### src/design/hfs_pkg.sv
package hfs_pkg;

    // queue geometry, shared by the task queue and the result queue
    localparam int QDEPTH = 8;
    localparam int QAW    = 3;
    localparam int QCW    = 4;

    // configuration field widths
    localparam int MU_BITS     = 16;
    localparam int ROWCNT_BITS = 13;
    localparam int COLCNT_BITS = 11;
    localparam int ROW_BITS    = 12;
    localparam int ROW_CAP     = 4096;

    // config port
    localparam int APB_AW = 4;
    localparam int APB_DW = 32;

    localparam logic [1:0] REG_MU_ROW    = 2'd0;
    localparam logic [1:0] REG_MU_COL    = 2'd1;
    localparam logic [1:0] REG_ROW_COUNT = 2'd2;
    localparam logic [1:0] REG_COL_COUNT = 2'd3;

    // flags that ride with every result
    typedef struct packed {
        logic bnd;
        logic run_last;
        logic grid_last;
    } t_tag;

endpackage

### src/design/hfs_back.sv
module hfs_back #(
    parameter int SAMPLE_BITS = 32
) (
    input  logic                        i_clk,
    input  logic                        i_rst_n,
    input  logic [hfs_pkg::MU_BITS-1:0] i_mu_row,
    input  logic [hfs_pkg::MU_BITS-1:0] i_mu_col,
    input  logic [hfs_pkg::QCW-1:0]     i_task_count,
    input  hfs_pkg::t_tag               i_tag,
    input  logic [5*SAMPLE_BITS-1:0]    i_data,
    output logic                        o_pop,
    input  logic [hfs_pkg::QCW-1:0]     i_out_count,
    output logic                        o_we,
    output hfs_pkg::t_tag               o_tag,
    output logic [SAMPLE_BITS-1:0]      o_value
);

    localparam int SB = SAMPLE_BITS;
    localparam int DRW = SB + 2;
    localparam int PW  = SB + 2 + hfs_pkg::MU_BITS + 1;
    localparam int TW  = PW + 1 - 16;
    localparam int VW  = SB + 5;
    localparam logic [PW:0] RND = {{(PW - 15){1'b0}}, 1'b1, 15'b0};
    localparam logic [SB-1:0] SMAX = {1'b0, {(SB - 1){1'b1}}};
    localparam logic [SB-1:0] SMIN = {1'b1, {(SB - 1){1'b0}}};

    logic [SB-1:0] w_u, w_up, w_dn, w_lf, w_rt;
    logic [DRW-1:0] w_dr, w_dc;
    logic [1:0] w_inflight;

    logic                r_v1, r_v2, r_v3;
    hfs_pkg::t_tag       r_tag1, r_tag2, r_tag3;
    logic [SB-1:0]       r_u1, r_u2, r_u3;
    logic signed [DRW-1:0] r_dr1, r_dc1;
    logic [PW-1:0]       r_pr2, r_pc2;
    logic [TW-1:0]       r_t3;

    logic signed [hfs_pkg::MU_BITS:0] w_mur, w_muc;
    logic [PW-1:0] w_pr, w_pc;
    logic [PW:0]   w_sum;
    logic [VW-1:0] w_v;
    logic [SB-1:0] w_sat;

    assign {w_u, w_up, w_dn, w_lf, w_rt} = i_data;

    assign w_inflight = {1'b0, r_v1} + {1'b0, r_v2} + {1'b0, r_v3};
    // every task issued has a guaranteed slot in the result queue
    assign o_pop = (i_task_count != '0)
                && ((hfs_pkg::QCW + 1)'(i_out_count) + (hfs_pkg::QCW + 1)'(w_inflight)
                    < (hfs_pkg::QCW + 1)'(hfs_pkg::QDEPTH));

    // second differences: up + down - 2u, left + right - 2u
    assign w_dr = {{2{w_up[SB-1]}}, w_up} + {{2{w_dn[SB-1]}}, w_dn}
                - {w_u[SB-1], w_u, 1'b0};
    assign w_dc = {{2{w_lf[SB-1]}}, w_lf} + {{2{w_rt[SB-1]}}, w_rt}
                - {w_u[SB-1], w_u, 1'b0};

    assign w_mur = {1'b0, i_mu_row};
    assign w_muc = {1'b0, i_mu_col};
    assign w_pr  = r_dr1 * w_mur;
    assign w_pc  = r_dc1 * w_muc;

    // round half up, then arithmetic shift by 16
    assign w_sum = {r_pr2[PW-1], r_pr2} + {r_pc2[PW-1], r_pc2} + RND;

    assign w_v = {{5{r_u3[SB-1]}}, r_u3} + {{(VW - TW){r_t3[TW-1]}}, r_t3};

    always_comb begin
        if ((&w_v[VW-1:SB-1]) || !(|w_v[VW-1:SB-1])) begin
            w_sat = w_v[SB-1:0];
        end else if (w_v[VW-1]) begin
            w_sat = SMIN;
        end else begin
            w_sat = SMAX;
        end
    end

    always_ff @(posedge i_clk) begin
        if (!i_rst_n) begin
            r_v1 <= 1'b0;
            r_v2 <= 1'b0;
            r_v3 <= 1'b0;
        end else begin
            r_v1 <= o_pop;
            r_v2 <= r_v1;
            r_v3 <= r_v2;
        end
    end

    always_ff @(posedge i_clk) begin
        r_tag1 <= i_tag;
        r_u1   <= w_u;
        r_dr1  <= w_dr;
        r_dc1  <= w_dc;
        r_tag2 <= r_tag1;
        r_u2   <= r_u1;
        r_pr2  <= w_pr;
        r_pc2  <= w_pc;
        r_tag3 <= r_tag2;
        r_u3   <= r_u2;
        r_t3   <= w_sum[PW:16];
    end

    assign o_we    = r_v3;
    assign o_tag   = r_tag3;
    assign o_value = r_tag3.bnd ? r_u3 : w_sat;

endmodule

### config.mk
export PLATFORM = sky130hd
export DESIGN_NAME = hfs_back
export DESIGN_NICKNAME = d
export VERILOG_FILES = /design/src/design/hfs_pkg.sv /design/src/design/hfs_back.sv
export SDC_FILE = /design/constraint.sdc
export NUM_CORES = 2
export LEC_CHECK = 0
export BUFFER_PORTS_ARGS = -buffer_cell sky130_fd_sc_hd__buf_2
export CORE_MARGIN = 1
export CORE_UTILIZATION = 34
export DETAILED_ROUTE_END_ITERATION = 8
export GPL_TIMING_DRIVEN = 0
export SKIP_LAST_GASP = 1
export SLEW_MARGIN = 0
export SYNTH_ARGS = -nofsm -noshare
export SYNTH_HDL_FRONTEND = slang
export SYNTH_SLANG_ARGS = --single-unit
### constraint.sdc
create_clock -name i_clk -period 8.2 [get_ports i_clk]
set_input_delay 0.41 -clock i_clk [delete_from_list [all_inputs] [get_ports i_clk]]
set_output_delay 0.41 -clock i_clk [all_outputs]
set_load 0.02 [all_outputs]
==> impl_results.md <==
* Routed wire length per instance at 19.5 µm
* Peak per-stage delay on the critical path at 0.66 ns
* Clk Latency, worst-skew pair at roughly 0.61 ns
* Seq/Total Area, Yosys at 0.114
* Synth-to-Final Area Change at 9.73%
* Ys async rst share at 0
* CP Capture Type: flip-flop
* Die H at a little over 400 µm
* RSZ-0062 raised after global routing: no
* TritonCTS clock tree: done
* Most frequent CP cell: fa_1
* Final Hold Fails at 0
* Mapped Cells at around 6200
* Initial Utilization at 0.342
* Total gr overflow at 0
* Max Clk Rate at 0.126 GHz
* Final wirelength at between 150000 and 200000 µm
* Synth top area share at 0.401
* Via count at 42000
* Final ANT Viol Nets at 0
* Max-Cap Viols at 0
* Fin. max-slew vios at 0
* Hpwl dp at 146000 µm
* Rows at between 100 and 150
* DRT iter0 DRCs at 2764
* Rel. slew slack at 0.191
* Crit path required time at between 8 and 9 ns
* Top cells by area, synth: fa_1, dfxtp_1, inv_1
* FF+latch count, synth at approximately 310
* Predominant post-synthesis flop cell: dfxtp_1
* Metal2 WL at between 70000 and 80000 µm
* Uppermost routed layer: met5
* Startpoint types: flip-flop
* Worst slew pin tran at approximately 1.2 ns
* WP buf/inv at 5
* Metal-1 WL at between 70000 and 80000 µm
* Hold Path Class: input port to flip-flop
* Arr. time, crit path at 8.41 ns
* Worst-path fanout max at 10
* CP Class: flip-flop to flip-flop
* Die ar. at about 0.16 mm²
* Outcome: finished, final reports clean
* Global-route wire length before repair at around 260000 µm
* Final setup violation count at 0
* CTS Buf Count at 38
* Post-synth top cells: inv_1, fa_1, nand2_1, ha_1, and2_1
* Die width at roughly 400 µm
* Met3 wire length at ~12000 µm
* Vias per inst at ~5
* Bufs on Longest Clock Path at 3
* Cells along the critical path: clkbuf_1, nand2_1, fa_1, inv_1, fa_1, fa_1, fa_1, fa_1, inv_1, fa_1, inv_1, ha_1, buf_2, a211oi_1, o21ai_1, a211o_1, a311oi_2, nor4b_2, o31ai_1, a21boi_0, o21ai_0, o21ai_0, xor2_1
* Pin count of the biggest net entering global routing at 15
* Mapped Avg Cell Area at ~8.9 µm²
* Pre-Repair DR Iteration Count at 7
* Vias in the first global route at between 40000 and 50000
* I/O Pins at 242
* Post-synthesis cell area at roughly 0.055 mm²
* Port bufs at 232
* Delay-heaviest family, CP: adder cells
* Post-Syn Nets at ~7900
* Final Net Count at a little over 8000
* Gr usage total at 0.210
* Total core area at approximately 0.16 mm²
* H-tree depth at 2
* Period utilization at 0.966
* Num Clock Sinks at 314
* Fraction of layout cells with a size suffix above 1 at 0.0560
* Fin Clk Skew at 0.0249 ns
* Most common cell in the netlist: inv_1
* Clock period minus worst slack at a little under 8 ns
* Clock slew at reported path FFs at around 0.06 ns
* Fin util at 0.376
* Fill cells at approximately 16000
* EDFF count, synth at 0
* Cell taking the most area after synthesis: fa_1
* Root Buffer: clkbuf_16
* Post-route DRC at 0
* Post-CTS setup buffer count at 0
* Yosys warns at 0
* Initial antenna violation count at 26
* Synth unique cells at 96
* GPL Wtd Cong at between 0.9 and 1
* Slowest CP cell: dfxtp_1
[metrics by stage]
stage | hold slack, ns | TNS (ns) | instance area (µm²) | setup WS [ns] | cells
2_1_floorplan | 0.310 | 0 | 54900 | 1.61 | 6154
3_3_place_gp | 0.310 | -0.0680 | 58800 | -0.0680 | 8546
3_5_place_dp | 0.312 | -0.0481 | 58800 | -0.0322 | 8547
4_1_cts | 0.00162 | 0 | 60200 | 0.310 | 8622
5_1_grt | 0.0166 | 0 | 60200 | 0.0474 | 8624
6_report | 0.0392 | 0 | 60300 | 0.277 | 8636
[cells by family after synthesis]
family | Yosys count | synth area share
xor gates and xnor gates | 209 | 0.0333
buffers and inverters | 1751 | 0.120
DFF | 314 | 0.114
AOI/OAI and AO/OA | 707 | 0.0875
and+or+nand+nor | 1622 | 0.141
adders and majority gates | 1544 | 0.502
muxes | 7 | 0.00134
[placed cells by master, fill, tap and decap left out, types with 10 or more instances in the layout]
| cell | instances |
|---|---|
| inv_1 | 1532 |
| fa_1 | 1100 |
| nand2_1 | 823 |
| ha_1 | 444 |
| and2_1 | 419 |
| dfxtp_1 | 314 |
| buf_2 | 241 |
| clkbuf_1 | 209 |
| a21oi_1 | 200 |
| xnor2_1 | 138 |
| nor2_1 | 126 |
| a21o_1 | 126 |
| o21ai_0 | 115 |
| xor2_1 | 71 |
| nand2b_1 | 68 |
| nand3_1 | 39 |
| clkbuf_16 | 39 |
| nand4_1 | 38 |
| nor3_1 | 36 |
| o2bb2ai_1 | 30 |
| o21a_1 | 29 |
| o21bai_1 | 25 |
| a211oi_1 | 22 |
| o211ai_1 | 20 |
| and3_1 | 18 |
| a31oi_1 | 18 |
| diode_2 | 14 |
| o31ai_1 | 11 |
| nor2b_1 | 10 |
[flip-flops by register name, indices dropped and copies added (netlist names)]
signal and cells:
r_pr2 51, r_tag1 3, r_dr1 34, r_v1 1, r_u3 32, r_u2 32
r_v2 1, r_dc1 34, o_tag 3, r_u1 32, r_pc2 51, o_we 1
r_tag2 3, r_t3 36
[worst register-to-register path: stages, from the launching register on]
cell and delay [ns]:
dfxtp_1 0.66, clkbuf_1 0.55, nand2_1 0.17, fa_1 0.57
inv_1 0.05, fa_1 0.49, fa_1 0.58, fa_1 0.44
fa_1 0.49, inv_1 0.05, fa_1 0.59, inv_1 0.07
ha_1 0.26, buf_2 0.18, a211oi_1 0.23, o21ai_1 0.13
a211o_1 0.29, a311oi_2 0.51, nor4b_2 0.18, o31ai_1 0.42
a21boi_0 0.18, o21ai_0 0.38, o21ai_0 0.20, xor2_1 0.17
[final timing paths]
kind / start / end / slack (ns) / depth (start not counted)
setup reg to reg: r_dr1[9] / r_pr2[48] / 0.28 / 23
setup / recovery: r_dr1[9] / r_pr2[48] / 0.28 / 23
hold reg to reg: r_u2[11] / r_u3[11] / 0.31 / 0
hold / removal: i_rst_n / o_we / 0.04 / 2
[per-layer routing]
metal / vias up / global-route usage
li1: 19100 / -
met1: 21400 / 0.289
met2: 1333 / 0.341
met3: 211 / 0.0302
met4: 6 / 0.0631
met5: - / 0
[final cells by class]
class,instances,area (µm²),share of cell area
Clock inverter,25,355,0.00590
Buffer,219,847,0.0141
Tap cell,2160,2700,0.0449
Antenna cell,14,35.0,0.000581
Timing Repair Buffer,238,1220,0.0203
Clock buffer,45,1020,0.0169
Sequential cell,314,6290,0.104
Multi-Input combinational cell,4089,42000,0.698
Inverter,1532,5750,0.0954
[repair_timing]
| item | 4_1_cts | 5_1_grt |
|---|---|---|
| hold buffers | 5 | 0 |
| resized for setup | 0 | 3 |
| setup endpoints to repair | 0 | 2 |
| endpoints found under the hold margin | 5 | 0 |
Power is left out: the tool's default activity adds up to more than one toggle a clock period on the data nets, which glitch-free logic cannot reach.
