## src/design/hfs_pkg.sv

```systemverilog
package hfs_pkg;

    // queue geometry, shared by the task queue and the result queue
    localparam int QDEPTH = 8;
    localparam int QAW    = 3;
    localparam int QCW    = 4;

    // configuration field widths
    localparam int MU_BITS     = 16;
    localparam int ROWCNT_BITS = 13;
    localparam int COLCNT_BITS = 11;
    localparam int ROW_BITS    = 12;
    localparam int ROW_CAP     = 4096;

    // config port
    localparam int APB_AW = 4;
    localparam int APB_DW = 32;

    localparam logic [1:0] REG_MU_ROW    = 2'd0;
    localparam logic [1:0] REG_MU_COL    = 2'd1;
    localparam logic [1:0] REG_ROW_COUNT = 2'd2;
    localparam logic [1:0] REG_COL_COUNT = 2'd3;

    // flags that ride with every result
    typedef struct packed {
        logic bnd;
        logic run_last;
        logic grid_last;
    } t_tag;

endpackage

```

## src/design/hfs_queue.sv

```systemverilog
module hfs_queue #(
    parameter int W = 32
) (
    input  logic                    i_clk,
    input  logic                    i_rst_n,
    input  logic                    i_we0,
    input  logic                    i_we1,
    input  hfs_pkg::t_tag           i_tag0,
    input  hfs_pkg::t_tag           i_tag1,
    input  logic [W-1:0]            i_data0,
    input  logic [W-1:0]            i_data1,
    input  logic                    i_pop,
    output logic [hfs_pkg::QCW-1:0] o_count,
    output hfs_pkg::t_tag           o_tag,
    output logic [W-1:0]            o_data
);

    hfs_pkg::t_tag          r_tag  [hfs_pkg::QDEPTH];
    logic [W-1:0]           r_data [hfs_pkg::QDEPTH];
    logic [hfs_pkg::QAW-1:0] r_head, r_tail;
    logic [hfs_pkg::QCW-1:0] r_count;
    logic [hfs_pkg::QAW-1:0] w_tail1;
    logic [hfs_pkg::QCW-1:0] w_npush;

    assign w_tail1 = r_tail + hfs_pkg::QAW'(1);
    // second write port is only used together with the first
    assign w_npush = i_we0 ? (i_we1 ? hfs_pkg::QCW'(2) : hfs_pkg::QCW'(1))
                           : hfs_pkg::QCW'(0);

    always_ff @(posedge i_clk) begin
        if (i_we0) begin
            r_tag[r_tail]  <= i_tag0;
            r_data[r_tail] <= i_data0;
        end
        if (i_we0 && i_we1) begin
            r_tag[w_tail1]  <= i_tag1;
            r_data[w_tail1] <= i_data1;
        end
    end

    always_ff @(posedge i_clk) begin
        if (!i_rst_n) begin
            r_head  <= '0;
            r_tail  <= '0;
            r_count <= '0;
        end else begin
            r_tail  <= r_tail + hfs_pkg::QAW'(w_npush);
            if (i_pop) begin
                r_head <= r_head + hfs_pkg::QAW'(1);
            end
            r_count <= r_count + w_npush - hfs_pkg::QCW'(i_pop);
        end
    end

    assign o_count = r_count;
    assign o_tag   = r_tag[r_head];
    assign o_data  = r_data[r_head];

endmodule

```

## config.mk

```make
export PLATFORM = sky130hd
export DESIGN_NAME = hfs_queue
export DESIGN_NICKNAME = d
export VERILOG_FILES = /design/src/design/hfs_pkg.sv /design/src/design/hfs_queue.sv
export SDC_FILE = /design/constraint.sdc
export NUM_CORES = 1
export LEC_CHECK = 0
export BUFFER_PORTS_ARGS = -buffer_cell sky130_fd_sc_hd__buf_2
export CAP_MARGIN = 20
export CELL_PAD_IN_SITES_DETAIL_PLACEMENT = 1
export CELL_PAD_IN_SITES_GLOBAL_PLACEMENT = 2
export CORE_UTILIZATION = 46
export DETAILED_ROUTE_END_ITERATION = 8
export PLACE_DENSITY = 0.88
export SETUP_SLACK_MARGIN = 0.15
export SKIP_CTS_REPAIR_TIMING = 1
export SLEW_MARGIN = 25
export SYNTH_ARGS = -nofsm -noshare
export SYNTH_HDL_FRONTEND = slang
export SYNTH_SLANG_ARGS = --single-unit
```

## constraint.sdc

```tcl
create_clock -name i_clk -period 5.4 [get_ports i_clk]
set_input_delay 1.08 -clock i_clk [delete_from_list [all_inputs] [get_ports i_clk]]
set_output_delay 1.08 -clock i_clk [all_outputs]
set_load 0.05 [all_outputs]
```

==> impl_results.md, run 1 <==
- Status: complete, no violations
- CP arrival: 2.82 ns
- Remaining Overflow, GRT: 0
- DR DRC count: 0
- Lkg Pwr: 5.561 nW
- Layout cells sized above 1: 0.6138
- Clock tree buffer depth: 3
- H-tree levels: 2
- Slew Limit Fails: 0
- Pre-Repair DR Iteration Count: 4
- Setup TNS: 0 ns
- HPWL after detailed placement: 21,060 um
- Worst r2r path cells: 6
- Psw: 1.534 mW
- CTS tree: built
- NumNets Final: 1,000
- Fmax: 256.6 MHz
- Worst setup SP type: flop
- Final setup fails: 0
- Clock group share of total power: 0.375
- Crit-path max cell delay: 0.81 ns
- Full die area: 0.03256 mm2
- GRT Util Overall: 0.2202
- Setup CP Type: flop to output pin
- DR top layer: met4
- Slowest cell on the critical path: dfxtp_4
- Mean area per synthesized cell: 18.45 um2
- Combinational Power Share: 0.161
- Metal1 wirelength: 14,850 um
- Unique masters post-synth: 35
- DR iter-0 viols: 511
- Switch share: 0.2632
- Worst R2R Start: r_tail[1]
- Worst Path Required: 4.32 ns
- Worst-skew pair later-pin latency: 0.50 ns
- Post-synth ARST share: 0
- Reg-to-Reg End: r_data[2][7]
- Post-route ant nets: 0
- Area grow syn2layout: 14.21%
- Slew margin rel.: 0.4331
- Post-synth EDFFs: 280
- Clk sinks: 293
- First-pass GRT wire length: 54,040 um
- Initial antenna violation count: 2
- CP endpoint: o_data[9]
- Met3 Routed Length: 1272 um
- Max-cap violations: 0
- Chip width: 180.4 um
- Die height: 180.4 um
- Total number of vias: 7,891
- Starting density of the core: 0.4726
- HP Class: flop to flop
- Fin util: 0.5398
- Worst-path cell chain: buf_12 > mux4_2 > mux2_2 > buf_2
- Avg Vias per Cell: 5.898
- Worst Skew: 0.008842 ns
- Reg2reg setup slack: 2.34 ns
- # rows: 64
- CP max FO: 33
- Layout fillers: 2,791
- Largest net degree at the start of global routing: 51
- Drt total wl: 34,920 um
- Num CTS Buffers: 34
- Synth warnings: 0
- Part of the cycle the worst path needs: 0.7217
- Gpl congestion: 0.7608
- Final hold violation count: 0
- Synthesized cell area: 0.01465 mm2
- Met2 Wirelength: 18,200 um
- Seq pwr share: 0.464
- Pwr dens: 348.3 mW/mm2
- Peak supply drop: 176.4 uV
- Clock slew at reported path FFs: 0.06 ns
- P_int: 4.292 mW
- Crit path time final: 3.897 ns
- Routed length per instance: 26.10 um
- IO Port Bufs: 113
- CTS root buf: clkbuf_16
- Ys flop type: edfxtp_1
- Unrepaired setup endpoints after global routing: false
- Seq cells post-synth: 293
- # IOs: 114
- Critical Path Sink Type: output pin
- Vias in the first global route: 8,760
- Worst slew pin tran: 0.8504 ns
- Post-synthesis net count: 879
- Min-Delay Path Depth: 2
- Post-Syn Instances: 794
- Sequential area share after synthesis: 0.5918
- CORE AREA: 0.03099 mm2
[final cells by class]
type,count,area [um2],share of cell area
flip-flops and latches,293,8680,0.5188
multi-input cells,446,5751,0.3438
clock buffers,42,944.7,0.05647
repair buffers,130,705.7,0.04218
well taps,396,495.5,0.02962
clock inverters,19,110.1,0.006582
inverters,10,37.54,0.002244
diodes,2,5.005,0.0002992
[worst max-delay path: cells and delay by family, from the launching register on]
family,cells,cell delay [ns]
mux,2,0.88
buf+inv,2,0.56
flops,1,0.81
[through the flow]
step,setup WS [ns],cells,total power [mW],area [um2],hold WS (ns)
global route,1.354,1336,6.030,16720,0.5684
detailed placement,1.796,1275,3.694,15650,0.5146
global placement,1.898,1275,3.665,15650,0.5248
CTS,1.428,1336,5.880,16710,0.5388
floorplan,0.9424,794,3.405,14650,0.4847
finish,1.503,1338,5.826,16730,0.5350
[worst min-delay path by stage]
| stage | startpoint | endpoint | slack (ns) |
|---|---|---|---|
| floorplan | r_head[2] | flop | 0.48 |
| global placement | r_head[0] | r_head[0] | 0.52 |
| detailed placement | r_head[2] | flop | 0.51 |
| CTS | r_head[2] | r_head[2] | 0.54 |
| global route | r_head[2] | flop | 0.57 |
| finish | r_head[2] | r_head[2] | 0.54 |
[state kept, by name, summed over array words and instances (netlist names), named ones only]
name	count
r_head	3
r_data	256
r_tag	24
o_count	4
r_tail	3
[cells in the final DEF, fill, tap and decap left out, drive strengths merged, types with 2 or more instances in the layout]
cell,instances
nor3,6
edfxtp,280
ha,8
diode,2
nand2b,4
xor2,4
nor2b,2
a21oi,2
fa,2
mux2,315
o21bai,3
nand3,4
and2,3
inv,10
clkinv,18
dfxtp,13
nand2,5
xnor2,3
clkbuf,42
nor2,8
mux4,70
buf,130
[logic make-up (layout without fill, tap and decap cells)]
| kind of cell | count (synthesis) | count (layout) | share of synthesized area |
|---|---|---|---|
| adders and majority gates | 10 | 10 | 0.009568 |
| other | 0 | 2 | 0 |
| muxes | 386 | 386 | 0.3505 |
| xor gates and xnor gates | 7 | 7 | 0.005981 |
| AOI/OAI and AO/OA | 10 | 10 | 0.004869 |
| buffers and inverters | 55 | 201 | 0.02213 |
| DFF | 293 | 293 | 0.5918 |
| and+or+nand+nor | 33 | 33 | 0.01512 |
[cells in the mapped netlist, drive strengths merged, types with 2 or more instances]
master / n / share of area
mux4: 70 / 0.11
nor2b: 2 / 0.00085
ha: 8 / 0.0068
fa: 2 / 0.0027
dfxtp: 13 / 0.018
xnor2: 3 / 0.0031
nor2: 8 / 0.0021
buf: 33 / 0.016
o21bai: 3 / 0.0015
mux2: 315 / 0.24
nand2b: 4 / 0.0017
nand3: 4 / 0.0021
clkbuf: 12 / 0.0031
edfxtp: 280 / 0.57
nor3: 6 / 0.0054
xor2: 4 / 0.0029
inv: 10 / 0.0026
and2: 3 / 0.0013
nand2: 5 / 0.0013
a21oi: 2 / 0.00068
[layer usage]
| metal | GRT usage | vias to the layer above |
|---|---|---|
| li1 | - | 3491 |
| met1 | 0.2836 | 4202 |
| met2 | 0.3929 | 159 |
| met3 | 0.03072 | 39 |
| met4 | 0.05162 | 0 |
| met5 | 0 | - |
[power by group through the flow]
stage,Sequential [mW],Clock [mW],Combinational (mW)
detailed placement,2.75,0,0.943
floorplan,2.74,0,0.663
global placement,2.75,0,0.919
finish,2.70,2.19,0.938
global route,2.71,2.31,1.00
CTS,2.71,2.23,0.948
Note: power is estimated with default switching activity, not from simulation.
==> inputs of run 2 (changes only) <==
Clock period 5.4 ns to 3.75 ns, I/O delays scaled along.
==> run 2 against run 1 <==
Compared with the run above: register-to-register slack got worse by 1.5 ns; cell count is 1.5% higher; global-route usage grew 1.5 points; hold slack lost 0.035 ns; clock power increased by 48%; clock skew is 0.0055 ns higher; critical endpoint is now o_tag[1].
==> impl_results.md, run 2 (synthesized netlist as in run 1, its figures left out) <==
- Status: complete, no violations
- Part of the cycle the worst path needs: 0.8785
- Largest register FFs: 256 (unchanged)
- Worst-skew pair later-pin latency: 0.52 ns (+0.02 ns)
- HPWL after detailed placement: 22,550 um (+7.1%)
- Clock slew at reported path FFs: 0.06 ns (about the same)
- Slew margin rel.: 0.3210 (-0.1120)
- Reg-to-Reg End: r_data[3][2]
- Worst R2R Start: r_tail[1]
- Crit path time final: 3.294 ns
- Min-Delay Path Depth: 2 (unchanged)
- Max-cap violations: 0 (unchanged)
- First-pass GRT wire length: 57,340 um (+6.1%)
- HP Class: input port to flop
- Drt total wl: 37,030 um (+6.0%)
- CP arrival: 2.54 ns (-0.28 ns)
- Area grow syn2layout: 16.03%
- CORE AREA: 0.03099 mm2 (unchanged)
- Peak supply drop: 500.3 uV (+180%)
- CTS root buf: clkbuf_16
- Remaining Overflow, GRT: 0 (unchanged)
- Clk sinks: 293 (unchanged)
- Most frequent cells in the layout: mux2_2, edfxtp_1, buf_2
- Critical Path Sink Type: output pin
- IO Port Bufs: 113 (unchanged)
- Unrepaired setup endpoints after global routing: false
- Post-route ant nets: 0 (unchanged)
- Num CTS Buffers: 34 (unchanged)
- Design area: 0.01699 mm2 (+1.6%)
- Fmax: 303.6 MHz
- Setup TNS: 0 ns (unchanged)
- Hold Path Sink: r_tail[0]
- Worst slew pin tran: 1.016 ns (+0.1653 ns)
- DR DRC count: 0 (unchanged)
- H-tree levels: 2 (unchanged)
- # rows: 64 (unchanged)
- Pre-Repair DR Iteration Count: 5 (+1)
- Avg Vias per Cell: 5.999 (+1.7%)
- HP Start: i_rst_n
- Post-DP Area: 0.01589 mm2 (+1.5%)
- GRT Util Overall: 0.2355 (+0.01531)
- Slew Limit Fails: 0 (unchanged)
- Reg2reg setup slack: 0.86 ns (-1.48 ns)
- Routed length per instance: 27.27 um (+4.5%)
- Full die area: 0.03256 mm2 (unchanged)
- Setup CP Type: flop to output pin
- Most common cell after layout, fill and taps aside: mux2_2
- Final hold violation count: 0 (unchanged)
- Initial antenna violation count: 1 (-1)
- Die height: 180.4 um (unchanged)
- Largest net degree at the start of global routing: 38 (-25%)
- Starting density of the core: 0.4726 (unchanged)
- Total number of vias: 8,146 (+3.2%)
- DR iter-0 viols: 610 (+19%)
- CP max FO: 32 (-3.0%)
- Clock tree buffer depth: 3 (unchanged)
- Worst setup SP type: flop
- Worst Skew: 0.01432 ns (+0.005476 ns)
- NumNets Final: 1,020 (+2.0%)
- Gpl congestion: 0.7228 (-5.0%)
- Chip width: 180.4 um (unchanged)
- Worst Path Required: 3.00 ns (-1.32 ns)
- Worst r2r path cells: 5 (-1)
- Pwr dens: 501.7 mW/mm2 (+44%)
- Lkg Pwr: 5.696 nW (+2.4%)
- Largest register by flop count: r_data
- Vias in the first global route: 9,234 (+5.4%)
- CTS tree: built
- Layout cells sized above 1: 0.6202 (+0.006358)
- Final setup fails: 0 (unchanged)
- # IOs: 114 (unchanged)
## run 2: cell count changes in the layout (fill, tap and decap cells not counted), sizes merged
cell    change
clkinv      -8
diode       -1
clkbuf      +3
buf        +20
inv         +4
bufinv      +2
## run 2: worst max-delay path, cell delays in order, from the launching register on
cell and delay [ns]:
dfxtp_4 0.57, buf_12 0.33, mux4_2 0.56, mux2_2 0.32, buf_2 0.22
## run 2: layer usage
metal  vias up  global-route usage  wire [um]
met5         -                   0          0
met4         0             0.08718       1001
met3        59             0.02648       1449
met2       218              0.4112      19000
met1      4334              0.3027      15580
li1       3535                   -          -
## run 2: worst max path at each step
stage | startpoint | end | slack [ns]
final | flop | o_tag[1] | 0.46
after global routing | flop | o_tag[1] | 0.35
after CTS | flop | o_tag[1] | 0.40
after detailed placement | i_we0 | r_data[0][5] | 0.77
after global placement | i_we0 | r_data[5][25] | 0.75
after floorplan | i_we0 | r_data[3][0] | 0.62
## run 2: layout make-up
cell class | count | area [um2]
multi-input cells | 446 | 5734
fillers | 2799 | 14000
clock inverters | 17 | 181.4
clock buffers | 45 | 892.1
well taps | 396 | 495.5
repair buffers | 150 | 973.4
inverters | 10 | 37.54
diodes | 1 | 2.502
flip-flops and latches | 293 | 8677
## run 2: through the flow
| step | power, mW | util | hold slack (ns) | worst slack (ns) | cells |
|---|---|---|---|---|---|
| finish | 8.526 | 0.5484 | 0.5001 | 0.4557 | 1358 |
| global route | 8.804 | 0.5484 | 0.4937 | 0.3508 | 1358 |
| CTS | 8.594 | 0.5474 | 0.4893 | 0.3955 | 1356 |
| detailed placement | 5.354 | 0.5128 | 0.5185 | 0.7702 | 1294 |
| global placement | 5.301 | 0.5109 | 0.5074 | 0.7517 | 1291 |
| floorplan | 4.902 | - | 0.4847 | 0.6187 | 794 |
## run 2: where the power goes
group	leakage, nW	internal (mW)	total (mW)	switching, mW
sequential	2.67	3.79	3.87	0.0814
clock	0.525	1.90	3.24	1.34
combinational	2.50	0.567	1.42	0.849
==> inputs of run 3 (changes only) <==
Settings changed: RECOVER_POWER set to 25.
==> run 3 against run 2 <==
Compared with the run above: sequential power about the same; die area unchanged; highest routed layer unchanged; power down 0.22%; the flow now finishes with violations (max-capacitance violations, max-slew violations); critical path type is now flop to flop.
==> impl_results.md, run 3 (synthesized netlist as in run 1, its figures left out) <==
- CORE AREA: 0.03099 mm2 (unchanged)
- Largest register FFs: 256 (unchanged)
- Initial antenna violation count: 1 (unchanged)
- CP max FO: 22 (-31%)
- Worst Skew: 0.01215 ns (-0.002170 ns)
- Worst-skew pair later-pin latency: 0.52 ns (about the same)
- Max-cap violations: 3 (+3)
- Worst Path Required: 3.95 ns (+0.95 ns)
- Die height: 180.4 um (unchanged)
- Clock slew at reported path FFs: 0.06 ns (about the same)
- Vias in the first global route: 9,234 (unchanged)
- First-pass GRT wire length: 57,340 um (unchanged)
- Slew margin rel.: -0.3016 (-0.6226)
- Avg Vias per Cell: 5.982 (-0.28%)
- Drt total wl: 36,940 um (-0.24%)
- Starting density of the core: 0.4726 (unchanged)
- Setup CP Type: flop to flop
- Worst slew pin tran: 1.948 ns (+0.9326 ns)
- Pwr dens: 503.3 mW/mm2 (+0.33%)
- HP Class: flop to flop
- HPWL after detailed placement: 22,550 um (unchanged)
- Final hold violation count: 0 (unchanged)
- DR iter-0 viols: 642 (+5.2%)
- Lkg Pwr: 5.648 nW (-0.83%)
- Most common cell after layout, fill and taps aside: mux2_2
- Cell Count, Final, Fillers Out: 1,358 (unchanged)
- Most frequent cells in the layout: mux2_2, edfxtp_1, buf_2
- Peak supply drop: 498.9 uV (-0.29%)
- Slew Limit Fails: 46 (+46)
- Worst setup SP type: flop
- Pre-Repair DR Iteration Count: 5 (unchanged)
- DR DRC count: 0 (unchanged)
- Final setup margin: 0.3603 ns (-0.09543 ns)
- CTS root buf: clkbuf_16
- Layout fillers: 2,813 (+0.50%)
- Layout cells sized above 1: 0.6056 (-0.01457)
- Critical Path Sink Type: flop
- H-tree levels: 2 (unchanged)
- Post-Place Setup Slack: 0.7702 ns (unchanged)
- Full die area: 0.03256 mm2 (unchanged)
- CP arrival: 3.59 ns (+1.05 ns)
- # IOs: 114 (unchanged)
- Hold_ws: 0.5333 ns (+0.03320 ns)
- # rows: 64 (unchanged)
- Setup TNS: 0 ns (unchanged)
- CTS tree: built
- Clk sinks: 293 (unchanged)
- Largest net degree at the start of global routing: 38 (unchanged)
- IO Port Bufs: 113 (unchanged)
- Chip width: 180.4 um (unchanged)
- Fmax: 295.0 MHz (-2.8%)
- Unrepaired setup endpoints after global routing: false
- Post-route ant nets: 0 (unchanged)
- Gpl congestion: 0.7228 (unchanged)
- Final setup fails: 0 (unchanged)
- Crit path time final: 3.390 ns (+0.09543 ns)
- NumNets Final: 1,020 (unchanged)
- Area grow syn2layout: 15.39%
- Placed cells: 1,294 (unchanged)
- GRT Util Overall: 0.2355 (unchanged)
- Largest register by flop count: r_data
- Remaining Overflow, GRT: 0 (unchanged)
- Clock tree buffer depth: 3 (unchanged)
- Total number of vias: 8,123 (-0.28%)
- Routed length per instance: 27.20 um (-0.24%)
- Num CTS Buffers: 34 (unchanged)
- Part of the cycle the worst path needs: 0.9039 (+0.02545)
- Failing checks: max-capacitance violations, max-slew violations
- Status: finished with violations
run 3: worst paths after layout:
path | slack, ns | end | start | cells after the start
setup / recovery | 0.36 | r_data[1][21] | r_tail[1] | 7
hold / removal | 0.53 | flop | r_head[2] | 2
setup reg to reg | 0.36 | r_data[1][21] | r_tail[1] | 7
hold reg to reg | 0.53 | flop | r_head[2] | 2
run 3: worst max-delay path, cell delays in order, from the launching register on:
cell	delay, ns
dfxtp_1	0.40
ha_1	0.27
xnor2_1	0.68
nand3_2	0.17
clkbuf_2	0.57
o31ai_2	0.50
buf_8	0.25
buf_12	0.22
run 3: through the flow:
step / util / cell area, um2 / power (mW)
floorplan: - / 14650 / 4.902
global placement: 0.5109 / 15830 / 5.301
detailed placement: 0.5128 / 15890 / 5.354
CTS: 0.5474 / 16960 / 8.594
global route: 0.5454 / 16900 / 8.790
finish: 0.5454 / 16900 / 8.507
run 3: final cells by class:
cell class	count	area [um2]	share of cell area
Multi-Input combinational cell	446	5669	0.3354
Clock inverter	17	181.4	0.01073
Sequential cell	293	8677	0.5134
Tap cell	396	495.5	0.02932
Antenna cell	1	2.502	0.0001481
Timing Repair Buffer	150	945.9	0.05597
Clock buffer	45	892.1	0.05278
Inverter	10	37.54	0.002221
run 3: routing by layer:
metal  share of wire  global-route usage  up-vias
met5               0                   0        -
met4           0.027             0.08718        0
met3           0.037             0.02648       61
met2            0.51              0.4112      223
met1            0.42              0.3027     4302
li1                -                   -     3537
run 3: report_power, final:
group | internal (mW) | switching, mW | leakage [nW]
clock network | 1.90 | 1.33 | 0.525
registers | 3.79 | 0.0801 | 2.67
logic | 0.558 | 0.845 | 2.46
total | 6.25 | 2.26 | 5.65
